## src/sv/b64c_pkg.sv

```systemverilog
// ----------------------------------------------------------------------------
// b64c_pkg
// Shared types, status codes and alphabet functions of the base64url codec.
// ----------------------------------------------------------------------------
`default_nettype none

package b64c_pkg;

  typedef enum logic [1:0] {
    ST_OK       = 2'd0,
    ST_BAD_CHAR = 2'd1,
    ST_BAD_LEN  = 2'd2,
    ST_BAD_TAIL = 2'd3
  } status_t;

  localparam logic [5:0] SEXTET_MASK = 6'h3F;
  localparam logic [7:0] BYTE_MASK   = 8'hFF;

  // Per-string state carried from one request to the next.
  typedef struct packed {
    logic [5:0] pend;
    logic [2:0] cnt;
    logic       skip;
  } str_state_t;

  typedef struct packed {
    logic [7:0] data;
    logic       dvalid;
    logic       last;
    status_t    status;
  } result_t;

  localparam result_t RESULT_NONE = '{data: 8'd0, dvalid: 1'b0, last: 1'b0,
                                      status: ST_OK};

  // 6-bit value to base64url character.
  function automatic logic [7:0] encode_char(input logic [5:0] v);
    logic [7:0] v8;
    v8 = {2'b00, v};
    if (v < 6'd26) begin
      encode_char = 8'h41 + v8;
    end else if (v < 6'd52) begin
      encode_char = 8'h61 + v8 - 8'd26;
    end else if (v < 6'd62) begin
      encode_char = 8'h30 + v8 - 8'd52;
    end else if (v == 6'd62) begin
      encode_char = 8'h2D;
    end else begin
      encode_char = 8'h5F;
    end
  endfunction

  // Character to {ok, 6-bit value}; ok low for anything outside the alphabet.
  function automatic logic [6:0] decode_char(input logic [7:0] c);
    logic [7:0] t;
    t = 8'd0;
    if (c >= 8'h41 && c <= 8'h5A) begin
      t = c - 8'h41;
      decode_char = {1'b1, t[5:0]};
    end else if (c >= 8'h61 && c <= 8'h7A) begin
      t = c - 8'h61 + 8'd26;
      decode_char = {1'b1, t[5:0]};
    end else if (c >= 8'h30 && c <= 8'h39) begin
      t = c - 8'h30 + 8'd52;
      decode_char = {1'b1, t[5:0]};
    end else if (c == 8'h2D) begin
      decode_char = {1'b1, 6'd62};
    end else if (c == 8'h5F) begin
      decode_char = {1'b1, 6'd63};
    end else begin
      decode_char = 7'd0;
    end
  endfunction

endpackage

`default_nettype wire

```

## src/sv/b64c_step.sv

```systemverilog
// ----------------------------------------------------------------------------
// b64c_step
// One request of encode or decode: up to two results and the next state.
// ----------------------------------------------------------------------------
`default_nettype none

module b64c_step
  import b64c_pkg::*;
(
  input  wire logic       dir,
  input  wire str_state_t st,
  input  wire logic [7:0] byte_in,
  input  wire logic       last_in,
  output logic [1:0]      nres,
  output result_t         res0,
  output result_t         res1,
  output str_state_t      st_nxt
);

  logic [6:0]  mask7;
  logic [5:0]  pend_m;
  logic [2:0]  cnt_c;
  logic [13:0] eacc;
  logic [3:0]  n1;
  logic [3:0]  nrem;
  logic [5:0]  sx;
  logic [6:0]  dc;
  logic [11:0] dacc;
  logic [3:0]  dn;
  logic [6:0]  rmask7;
  logic [5:0]  rem;
  logic [13:0] sh;
  logic [11:0] dsh;

  always_comb begin
    nres   = 2'd0;
    res0   = RESULT_NONE;
    res1   = RESULT_NONE;
    st_nxt = st;
    mask7  = 7'd0;
    pend_m = 6'd0;
    cnt_c  = 3'd0;
    eacc   = 14'd0;
    n1     = 4'd0;
    nrem   = 4'd0;
    sx     = 6'd0;
    dc     = 7'd0;
    dacc   = 12'd0;
    dn     = 4'd0;
    rmask7 = 7'd0;
    rem    = 6'd0;
    sh     = 14'd0;
    dsh    = 12'd0;

    if (st.skip) begin
      // dropping the rest of a failed string
      st_nxt.skip = !last_in;
    end else if (!dir) begin
      cnt_c  = (st.cnt > 3'd4) ? 3'd0 : st.cnt;
      mask7  = (7'd1 << cnt_c) - 7'd1;
      pend_m = st.pend & mask7[5:0];
      eacc   = {pend_m, byte_in};
      n1     = {1'b0, cnt_c} + 4'd2;
      sh     = eacc >> n1;
      res0   = '{data: encode_char(sh[5:0] & SEXTET_MASK), dvalid: 1'b1,
                 last: 1'b0, status: ST_OK};
      nres   = 2'd1;
      nrem   = n1;
      if (n1 >= 4'd6) begin
        sh   = eacc >> (n1 - 4'd6);
        res1 = '{data: encode_char(sh[5:0]), dvalid: 1'b1, last: 1'b0,
                 status: ST_OK};
        nres = 2'd2;
        nrem = n1 - 4'd6;
      end
      rmask7 = (7'd1 << nrem) - 7'd1;
      if (last_in) begin
        if (nrem != 4'd0 && nres == 2'd1) begin
          // zero-filled flush of the leftover bits
          sx   = eacc[5:0] << (4'd6 - nrem);
          res1 = '{data: encode_char(sx), dvalid: 1'b1, last: 1'b0,
                   status: ST_OK};
          nres = 2'd2;
        end
        if (nres == 2'd2) begin
          res1.last = 1'b1;
        end else begin
          res0.last = 1'b1;
        end
        st_nxt = '0;
      end else begin
        st_nxt.pend = eacc[5:0] & rmask7[5:0];
        st_nxt.cnt  = nrem[2:0];
        st_nxt.skip = 1'b0;
      end
    end else begin
      dc = decode_char(byte_in);
      if (!dc[6]) begin
        res0   = '{data: 8'd0, dvalid: 1'b0, last: 1'b1, status: ST_BAD_CHAR};
        nres   = 2'd1;
        st_nxt = '0;
        st_nxt.skip = !last_in;
      end else begin
        cnt_c  = (st.cnt > 3'd6) ? 3'd0 : st.cnt;
        mask7  = (7'd1 << cnt_c) - 7'd1;
        pend_m = st.pend & mask7[5:0];
        dacc   = {pend_m, dc[5:0]};
        dn     = {1'b0, cnt_c} + 4'd6;
        nrem   = dn;
        if (dn >= 4'd8) begin
          dsh  = dacc >> (dn - 4'd8);
          res0 = '{data: dsh[7:0] & BYTE_MASK, dvalid: 1'b1, last: 1'b0,
                   status: ST_OK};
          nres = 2'd1;
          nrem = dn - 4'd8;
        end
        rmask7 = (7'd1 << nrem) - 7'd1;
        rem    = dacc[5:0] & rmask7[5:0];
        if (!last_in) begin
          st_nxt.pend = rem;
          st_nxt.cnt  = nrem[2:0];
          st_nxt.skip = 1'b0;
        end else begin
          st_nxt = '0;
          if (nrem >= 4'd6 || (nrem != 4'd0 && rem != 6'd0)) begin
            // status-only result behind any byte already made
            if (nres == 2'd1) begin
              res1 = '{data: 8'd0, dvalid: 1'b0, last: 1'b1,
                       status: (nrem >= 4'd6) ? ST_BAD_LEN : ST_BAD_TAIL};
              nres = 2'd2;
            end else begin
              res0 = '{data: 8'd0, dvalid: 1'b0, last: 1'b1,
                       status: (nrem >= 4'd6) ? ST_BAD_LEN : ST_BAD_TAIL};
              nres = 2'd1;
            end
          end else if (nres == 2'd1) begin
            res0.last = 1'b1;
          end else begin
            res0 = '{data: 8'd0, dvalid: 1'b0, last: 1'b1, status: ST_OK};
            nres = 2'd1;
          end
        end
      end
    end
  end

endmodule

`default_nettype wire

```

## src/sv/base64url_stream_codec.sv

```systemverilog
// ----------------------------------------------------------------------------
// base64url_stream_codec
// Unpadded base64url encoder/decoder over a stream of strings.
// ----------------------------------------------------------------------------
// Usage:
//   cfg_wr_en/cfg_wr_data set the direction (0 encode, 1 decode) and drop any
//   string in progress; write only while the block is idle.
//   Input requests (in_valid/in_ready) carry one byte or character and a
//   last flag closing the string. Output requests (out_res_valid/
//   out_res_ready) carry a character or byte (out_valid = 1) or a
//   status-only result (out_valid = 0, out_status nonzero on error).
//   The final result of every string has out_last set.
// Flow: an accepted request sits in the input register, is processed from
//   there once the result buffer is free, and its results are registered into it.
// Throughput: one request per cycle when it makes zero or one result and
//   out_res_ready is high; two results hold back the next request until
//   the second one reaches the head: one port drains the two-entry buffer.
// Reset (rst_n low, synchronous): direction encode, string state cleared,
//   both registers empty.
// Stall: when out_res_ready is low the result buffer holds, processing stops
//   and in_ready drops once the input register is also full.
// ----------------------------------------------------------------------------
`default_nettype none

module base64url_stream_codec
  import b64c_pkg::*;
(
  input  wire logic       clk,
  input  wire logic       rst_n,
  input  wire logic       cfg_wr_en,
  input  wire logic       cfg_wr_data,
  input  wire logic       in_valid,
  output logic            in_ready,
  input  wire logic [7:0] in_byte,
  input  wire logic       in_last,
  output logic            out_res_valid,
  input  wire logic       out_res_ready,
  output logic [7:0]      out_byte,
  output logic            out_valid,
  output logic            out_last,
  output logic [1:0]      out_status
);

  logic       dir_r;
  str_state_t st_r;
  str_state_t st_nxt;

  // input register
  logic       item_vld_r;
  logic [7:0] item_byte_r;
  logic       item_last_r;

  // result buffer: head entry on the port, second entry behind it
  result_t    head_r;
  logic       head_vld_r;
  result_t    hold_r;
  logic       hold_vld_r;

  logic [1:0] nres;
  result_t    res0;
  result_t    res1;
  logic       buf_free;
  logic       proc;

  b64c_step u_step (
    .dir     (dir_r),
    .st      (st_r),
    .byte_in (item_byte_r),
    .last_in (item_last_r),
    .nres    (nres),
    .res0    (res0),
    .res1    (res1),
    .st_nxt  (st_nxt)
  );

  // buffer frees when empty or its last entry leaves this cycle
  assign buf_free = !head_vld_r || (out_res_ready && !hold_vld_r);
  assign proc     = item_vld_r && buf_free;
  assign in_ready = !item_vld_r || buf_free;

  assign out_res_valid = head_vld_r;
  assign out_byte      = head_r.data;
  assign out_valid     = head_r.dvalid;
  assign out_last      = head_r.last;
  assign out_status    = head_r.status;

  always_ff @(posedge clk) begin
    if (!rst_n) begin
      dir_r <= 1'b0;
      st_r  <= '0;
    end else if (cfg_wr_en) begin
      dir_r <= cfg_wr_data;
      st_r  <= '0;
    end else if (proc) begin
      st_r <= st_nxt;
    end
  end

  always_ff @(posedge clk) begin
    if (!rst_n) begin
      item_vld_r <= 1'b0;
    end else if (in_valid && in_ready) begin
      item_vld_r <= 1'b1;
    end else if (proc) begin
      item_vld_r <= 1'b0;
    end
  end

  always_ff @(posedge clk) begin
    if (in_valid && in_ready) begin
      item_byte_r <= in_byte;
      item_last_r <= in_last;
    end
  end

  always_ff @(posedge clk) begin
    if (!rst_n) begin
      head_vld_r <= 1'b0;
      hold_vld_r <= 1'b0;
    end else begin
      if (head_vld_r && out_res_ready) begin
        head_vld_r <= hold_vld_r;
        hold_vld_r <= 1'b0;
      end
      if (proc && nres != 2'd0) begin
        head_vld_r <= 1'b1;
        hold_vld_r <= (nres == 2'd2);
      end
    end
  end

  always_ff @(posedge clk) begin
    if (proc && nres != 2'd0) begin
      head_r <= res0;
      hold_r <= res1;
    end else if (head_vld_r && out_res_ready && hold_vld_r) begin
      head_r <= hold_r;
    end
  end

endmodule

`default_nettype wire
```

## config.mk

```make
export PLATFORM = sky130hd
export DESIGN_NAME = base64url_stream_codec
export DESIGN_NICKNAME = d
export VERILOG_FILES = /design/src/sv/b64c_pkg.sv /design/src/sv/b64c_step.sv /design/src/sv/base64url_stream_codec.sv
export SDC_FILE = /design/constraint.sdc
export NUM_CORES = 1
export LEC_CHECK = 0
export BUFFER_PORTS_ARGS = -buffer_cell sky130_fd_sc_hd__buf_2
export CAP_MARGIN = 20
export CELL_PAD_IN_SITES_DETAIL_PLACEMENT = 0
export CELL_PAD_IN_SITES_GLOBAL_PLACEMENT = 2
export CORE_MARGIN = 2
export CORE_UTILIZATION = 38
export CTS_CLUSTER_SIZE = 14
export DETAILED_ROUTE_END_ITERATION = 8
export PLACE_DENSITY_LB_ADDON = 0.1
export SYNTH_ARGS = -nofsm -noshare
export SYNTH_HDL_FRONTEND = slang
export SYNTH_SLANG_ARGS = --single-unit
```

## constraint.sdc

```tcl
create_clock -name clk -period 5.8 [get_ports clk]
set_input_delay 1.16 -clock clk [delete_from_list [all_inputs] [get_ports clk]]
set_output_delay 1.16 -clock clk [all_outputs]
set_load 0.01 [all_outputs]
```

# Yosys cells after proc, flatten, opt, wreduce, memory -nomap -nowiden
# Index checks and enable logic that the tools add are counted.
# op_classes
addsub	29
magnitude_cmp	20
n_eq_ne	9
n_shift	8
muxes	81
bitwise	6
reduce_logical	27
# ops
cell	count
$mux W12	16
$mux W8	9
$mux W7	10
$add A7 B6 Y8 const A	6
$mux W10	4
$mux W2	19
$lt A6 B6 Y1 const B	6
$sub A6 B1 Y6 const B	5
$mux W4	7
$shr A14 B4 Y6	2
$and A6 B6 Y6	4
$sub A8 B5 Y8 const B	3
$sub A8 B6 Y8 const B	3
$add A6 B6 Y7 const A	3
$eq A6 B6 Y1 const B	3
$lt A6 B5 Y1 const B	3
$ge A8 B7 Y1 const B	2
$le A8 B7 Y1 const B	2
$mux W1	12
$shl A1 B3 Y6 const A	2
$shl A1 B4 Y6 const A	2
$shr A12 B4 Y8	1
$sub A6 B6 Y6 const B	2
$logic_and A1 B1 Y1	11
27 further kinds	43
# totals
ff_bits	47
out_inout_bits	14
wordCells	197

# Logic depth before layout (Yosys ltp)
# logic_depth
depth_word	25
mapped_depth	20

# Hierarchy
# From an unflattened synthesis, not the netlist that was laid out.
# unflattened
cells_unflattened	712
hier_area_um2	5764.3
# by_module_without_submodules
module	instances	cells_per_inst	area_per_inst_um2	seq_area_each_um2
b64c_step	1	600	3968.8	0.0
base64url_stream_codec	1	112	1795.5	1271.2

# Worst setup path before layout
# Ideal clock, no wire load.
# synth_timing
path_kind	reg-to-reg
startpoint	reg st_r[2] in the netlist's numbering
endpoint	reg hold_r[7] in the netlist's numbering, data pin
t_arrival_ns	4.489
required_ns	5.530
setup_slack_ns	1.041
stages_incl_launch_ff	21
n_path_buf	2
path_cell_list	dfxtp_1 -> buf_2 -> clkinv_1 -> ha_1 -> nand3b_1 -> clkinv_1 -> ha_1 -> inv_1 -> ha_1 -> clkbuf_1 -> mux2i_1 -> inv_1 -> nor3_1 -> inv_1 -> ha_1 -> nand2b_1 -> a31oi_1 -> nand2b_1 -> and3_1 -> a221oi_1 -> o32ai_1
# synth_via
elab_chain_len	17
# synth_lines
item	line	text
start: declaration	base64url_stream_codec.sv:45	str_state_t st_r;
start signal: assignment	base64url_stream_codec.sv:95	st_r <= st_nxt;
$gt A3 B3 Y1	b64c_step.sv:59	cnt_c = (st.cnt > 3'd4) ? 3'd0 : st.cnt;
$mux W3 (*)	b64c_step.sv:59	
$add A3 B2 Y4	b64c_step.sv:63	n1 = {1'b0, cnt_c} + 4'd2;
$sub A4 B3 Y4 / $ge A4 B3 Y1 (equally long branches)	b64c_step.sv:70, b64c_step.sv:74, b64c_step.sv:69	
$mux W4	b64c_step.sv:69	if (n1 >= 4'd6) begin
$mux W4	b64c_step.sv:58	end else if (!dir) begin
$mux W4	b64c_step.sv:55	if (st.skip) begin
$sub A3 B4 Y4	b64c_step.sv:80	sx = eacc[5:0] << (4'd6 - nrem);
$shl A6 B4 Y6	b64c_step.sv:80	
$add A6 B6 Y7	b64c_pkg.sv:45	encode_char = 8'h30 + v8 - 8'd52;
$sub A8 B6 Y8	b64c_pkg.sv:45	
$mux W8	b64c_pkg.sv:44	end else if (v < 6'd62) begin
$mux W8	b64c_pkg.sv:42	end else if (v < 6'd52) begin
$mux W8	b64c_pkg.sv:40	if (v < 6'd26) begin
$mux W12	b64c_step.sv:78	if (nrem != 4'd0 && nres == 2'd1) begin
$mux W12 (*)	b64c_step.sv:77	if (last_in) begin
$mux W12 (*)	b64c_step.sv:58	
end signal: assignment	base64url_stream_codec.sv:135	hold_r <= res1;
end: declaration	base64url_stream_codec.sv:56	result_t hold_r;
# Every way passes the cells marked *; elsewhere a longest branch is shown, timed or not. The select of a mux whose other input is x is not followed.
# A chain may end at the register's enable or synchronous reset.

# Worst setup path after layout
# layout_timing
startpoint	reg st_r[3] in the netlist's numbering
endpoint	reg hold_r[7] in the netlist's numbering, data pin
# The elaborated chain is that of the path after synthesis.

==> impl_summary.md <==
Run status
The run finished with clean final reports.

Placement
The routability congestion estimate from global placement is around 0.89. The count of port buffers added during placement is 28. The number of placed instances, taps included is 913. The area after detailed placement is 0.00592 mm². The sum of net half-perimeters after detailed placement is 14.2 mm.

Global routing
Global routing consumed, over all layers together, 23.4% of the routing resources. The first global-routing pass estimated a little under 30 mm of wire. The number of antenna violations at the first check in global routing was 0. Summed over all layers, the global routing overflow is 0. The via count of the first global-routing pass came to 5330. Entering global routing, the biggest net connects 40 pins.

Die
The region available for standard cell placement spans 0.0145 mm². For this configuration, the core starts out at a cell density of 38.7%. The number of top-level pins is 29. The die height is 125 µm.

The width of the die is 125 µm. The die covers about 0.016 mm². The number of placement rows is 44.

Timing
The setup-violating endpoint count in the final report is 0. The final critical path takes up 87.7% of the cycle. The fmax is just under 0.2 GHz. The final critical-path required period is about 5000 ps.

The final hold violation count is 0. Setup repair after global routing left no endpoint under its margin. The worst max-slew margin expressed relative to the limit is 28.7%. The transition time at the pin with the least slew margin is 1070 ps. Between clock sinks in the finished design, the worst skew comes to 7.49 ps. The max-slew violation count is 0. Summed over all failing endpoints, the final setup total negative slack is 0 ps.

Route
Detailed routing inserted a total of 5546 vias. The number of nets still failing antenna checks after routing is 0. The remaining design rule violation count is 0.

The first routing iteration left 346 violations. The routed wire length is roughly 18 mm. The vias per cell is 6.02.

The first TritonRoute pass finished after 5 iterations. The wire length per cell is 19.9 µm.

Logic synthesis
Sorting the synthesized cells by area gives the leading types as sky130_fd_sc_hd__edfxtp_1, sky130_fd_sc_hd__ha_1, sky130_fd_sc_hd__nand2_1. Sequential elements use a little under a quarter of the synthesized area. The post-synthesis average cell area is around 7.7 µm².

After synthesis the cells add up to 0.00560 mm². The count of cell types in the netlist is about 70. Synthesis produced a netlist whose cell count is 723. Yosys mapped a number of flops with a built-in enable equal to 33. In the synthesized netlist the dominant register cell turns out to be sky130_fd_sc_hd__edfxtp_1. The share of synthesized flip-flops with an asynchronous set or reset is 0%.

Counting every net in the synthesized netlist gives 787. Of the post-synthesis cell area, the dominant cell type holds 17.7%. Of all cell types, the one taking the most synthesized area is sky130_fd_sc_hd__edfxtp_1. In this run, synthesis produced a sequential element count of between 40 and 50.

During synthesis, Yosys emitted a total of 0 warnings.

Finish
The sequential cell area in the final layout is between 0.001 and 0.0015 mm². With fillers left out, the area of the finished cells amounts to about 0.006 mm². The number of nets in the layout is 800. The total area of multi-input combinational cells is between 0.004 and 0.005 mm². The layout overhead on the synthesized area is 8.38%.

The final design utilization is around two fifths. The final instance count without filler cells is 921. The layout has 1512 filler cells. Of the cells placed in the final design, the portion with a size suffix greater than 1 is 10.9%. The number of antenna diodes in the final layout is 0.

Pwr
The switching portion of total power is 34.0%. The internal power contribution is 0.644 mW. The clock network accounts for between 30% and 40% of the total power.

The leakage power of the design is about 2.3 nW. IR analysis of the VDD net gives a maximum drop of 108 µV. The sequential share of power is about 41%. The power density over the cells is roughly 160 mW/mm². The net switching power is between 0.3 and 0.4 mW.

The part of the total power dissipated in combinational logic is 26.0%.

Critical path
The arrival time at the worst endpoint is 5130 ps. The worst setup path is of the reg -> reg kind. The critical path startpoint category is a register. The cell with the biggest individual delay on the critical path is sky130_fd_sc_hd__dfxtp_2. Counting both buffers and inverters, the worst setup path holds a total of 3. Along the worst path, the maximum fanout reaches 24.

The worst setup path is captured at a register. Traced cell by cell, the critical path runs through ha_1, nand2b_1, a21oi_1, ha_1, inv_1, ha_1, mux2i_1, inv_1, nor3_1, inv_1, ha_1, nand2b_1, a31oi_1, nand2b_1, and3_1, a221oi_1, o32ai_1. The largest stage delay on the critical path is 580 ps. The dominant delay contributor by cell family on the critical path is adder cells. The most repeated library cell on the critical path is sky130_fd_sc_hd__ha_1. The required time of the critical path is 5850 ps.

Clock network
The H-tree level count is 2. The clock latency on the worst-skew pair is 310 ps. The cts-stage hold buffer count is 0. Buffers inserted during clock tree synthesis total 5. Clock tree synthesis found a total of 47 sinks. After clock tree synthesis, the clock-pin slew on the worst setup and hold paths is 80 ps. The TritonCTS clock tree is built.

The maximum clock insertion buffer count is 2. The root buffer cell is sky130_fd_sc_hd__clkbuf_16.

Run
The number of max-cap violations is 0.

Hold path
In this run the worst hold path is classified as reg -> reg.
cells in the mapped netlist (12+ instances only):
master and count:
sky130_fd_sc_hd__a21oi_1 42, sky130_fd_sc_hd__a31oi_1 13, sky130_fd_sc_hd__clkbuf_1 18, sky130_fd_sc_hd__dfxtp_1 14, sky130_fd_sc_hd__edfxtp_1 33, sky130_fd_sc_hd__ha_1 49, sky130_fd_sc_hd__inv_1 42, sky130_fd_sc_hd__mux2i_1 20
sky130_fd_sc_hd__nand2_1 76, sky130_fd_sc_hd__nand2b_1 22, sky130_fd_sc_hd__nand3_1 30, sky130_fd_sc_hd__nor2_1 67, sky130_fd_sc_hd__nor3_1 24, sky130_fd_sc_hd__o211ai_1 12, sky130_fd_sc_hd__o21ai_0 39, sky130_fd_sc_hd__o22ai_1 12
worst paths after layout:
check        cells past startpoint       start         end  slack (ps)
max                             17     st_r[3]   hold_r[7]         710
min                              2  item_vld_r  item_vld_r         530
max reg2reg                     17     st_r[3]   hold_r[7]         710
min reg2reg                      2  item_vld_r  item_vld_r         530
registers in the layout (all words and copies together), names as in the netlist:
| name | count |
|---|---|
| dir_r | 1 |
| out_last | 1 |
| out_valid | 1 |
| item_last_r | 1 |
| st_r | 10 |
| hold_r | 12 |
| out_status | 2 |
| out_byte | 8 |
| item_byte_r | 8 |
| out_res_valid | 1 |
| item_vld_r | 1 |
| hold_vld_r | 1 |
power by group through the flow:
stage	combinational, mW	clock [mW]	sequential, mW
global placement	0.251	0	0.413
floorplan	0.180	0	0.404
finish	0.254	0.318	0.405
global route	0.281	0.337	0.407
CTS	0.252	0.324	0.405
detailed placement	0.251	0	0.413
layer usage:
metal	vias to the layer above	global-route usage, %	routed length, µm
met5	-	0	0
met4	0	6.60	423
met3	26	3.81	969
met2	168	38.0	8250
met1	2640	32.1	8650
li1	2712	-	-
layout make-up:
cell class,count,share of cell area (%)
clock inverters,3,0.371
repair buffers,41,3.92
clock buffers,5,2.06
inverters,47,2.91
multi-input cells,594,66.0
well taps,184,3.79
flip-flops and latches,47,21.0
logic make-up (layout without fill, tap and decap cells):
group	Yosys count	after routing	share of synthesized area, %
AND/OR/NAND/NOR	270	270	22.9
flip-flops	47	47	22.7
adder cells (fa/ha/maj)	49	49	10.9
multiplexers	35	35	7.06
XOR/XNOR	19	19	2.97
AO/OA/AOI/OAI	221	221	27.6
buffers and inverters	82	96	5.79
placed cells by master (no fill, tap or decap), drive strengths merged, types with 4 or more instances in the layout:
| cell type | Yosys | routed |
|---|---|---|
| o211ai | 13 | 13 |
| o2111ai | 5 | 5 |
| nor2b | 11 | 11 |
| a22o | 5 | 5 |
| nand4 | 9 | 9 |
| o22ai | 12 | 12 |
| a31oi | 13 | 13 |
| edfxtp | 33 | 33 |
| nor3b | 5 | 5 |
| nand3 | 30 | 30 |
| a21o | 6 | 6 |
| nor2 | 68 | 68 |
| mux2i | 20 | 20 |
| o221ai | 5 | 5 |
| and2 | 7 | 7 |
| ha | 49 | 49 |
| a211o | 4 | 4 |
| buf | 17 | 41 |
| xnor2 | 11 | 11 |
| xor2 | 8 | 8 |
| a21oi | 43 | 43 |
| and3 | 6 | 6 |
| clkbuf | 18 | 5 |
| o32ai | 7 | 7 |
| inv | 44 | 46 |
| nand2 | 76 | 76 |
| a32oi | 4 | 4 |
| nand2b | 22 | 22 |
| clkinv | 3 | 4 |
| a22oi | 11 | 11 |
| o31ai | 9 | 9 |
| dfxtp | 14 | 14 |
| nor3 | 26 | 26 |
| mux2 | 15 | 15 |
| a211oi | 8 | 8 |
| o21ai | 41 | 41 |
through the flow:
stage	setup slack [ps]	hold WS [ps]	power, mW
2_1_floorplan	1040	462	0.585
3_3_place_gp	687	495	0.663
3_5_place_dp	540	517	0.664
4_1_cts	531	530	0.981
5_1_grt	284	574	1.03
6_report	712	527	0.977
worst reg2reg max path: cells and delay by family, from the launching register on:
family / cells / cell delay, ps
adder cells (fa/ha/maj): 4 / 1360
flip-flops: 1 / 580
buffers and inverters: 3 / 320
multiplexers: 1 / 280
AND/OR/NAND/NOR: 5 / 1150
AO/OA/AOI/OAI: 4 / 1140
what timing repair did:
action / 4_1_cts / 5_1_grt
gates resized for setup: 0 / 1
setup buffers: 0 / 0
setup endpoints to repair: 0 / 1
Note: power is estimated with default switching activity, not from simulation.
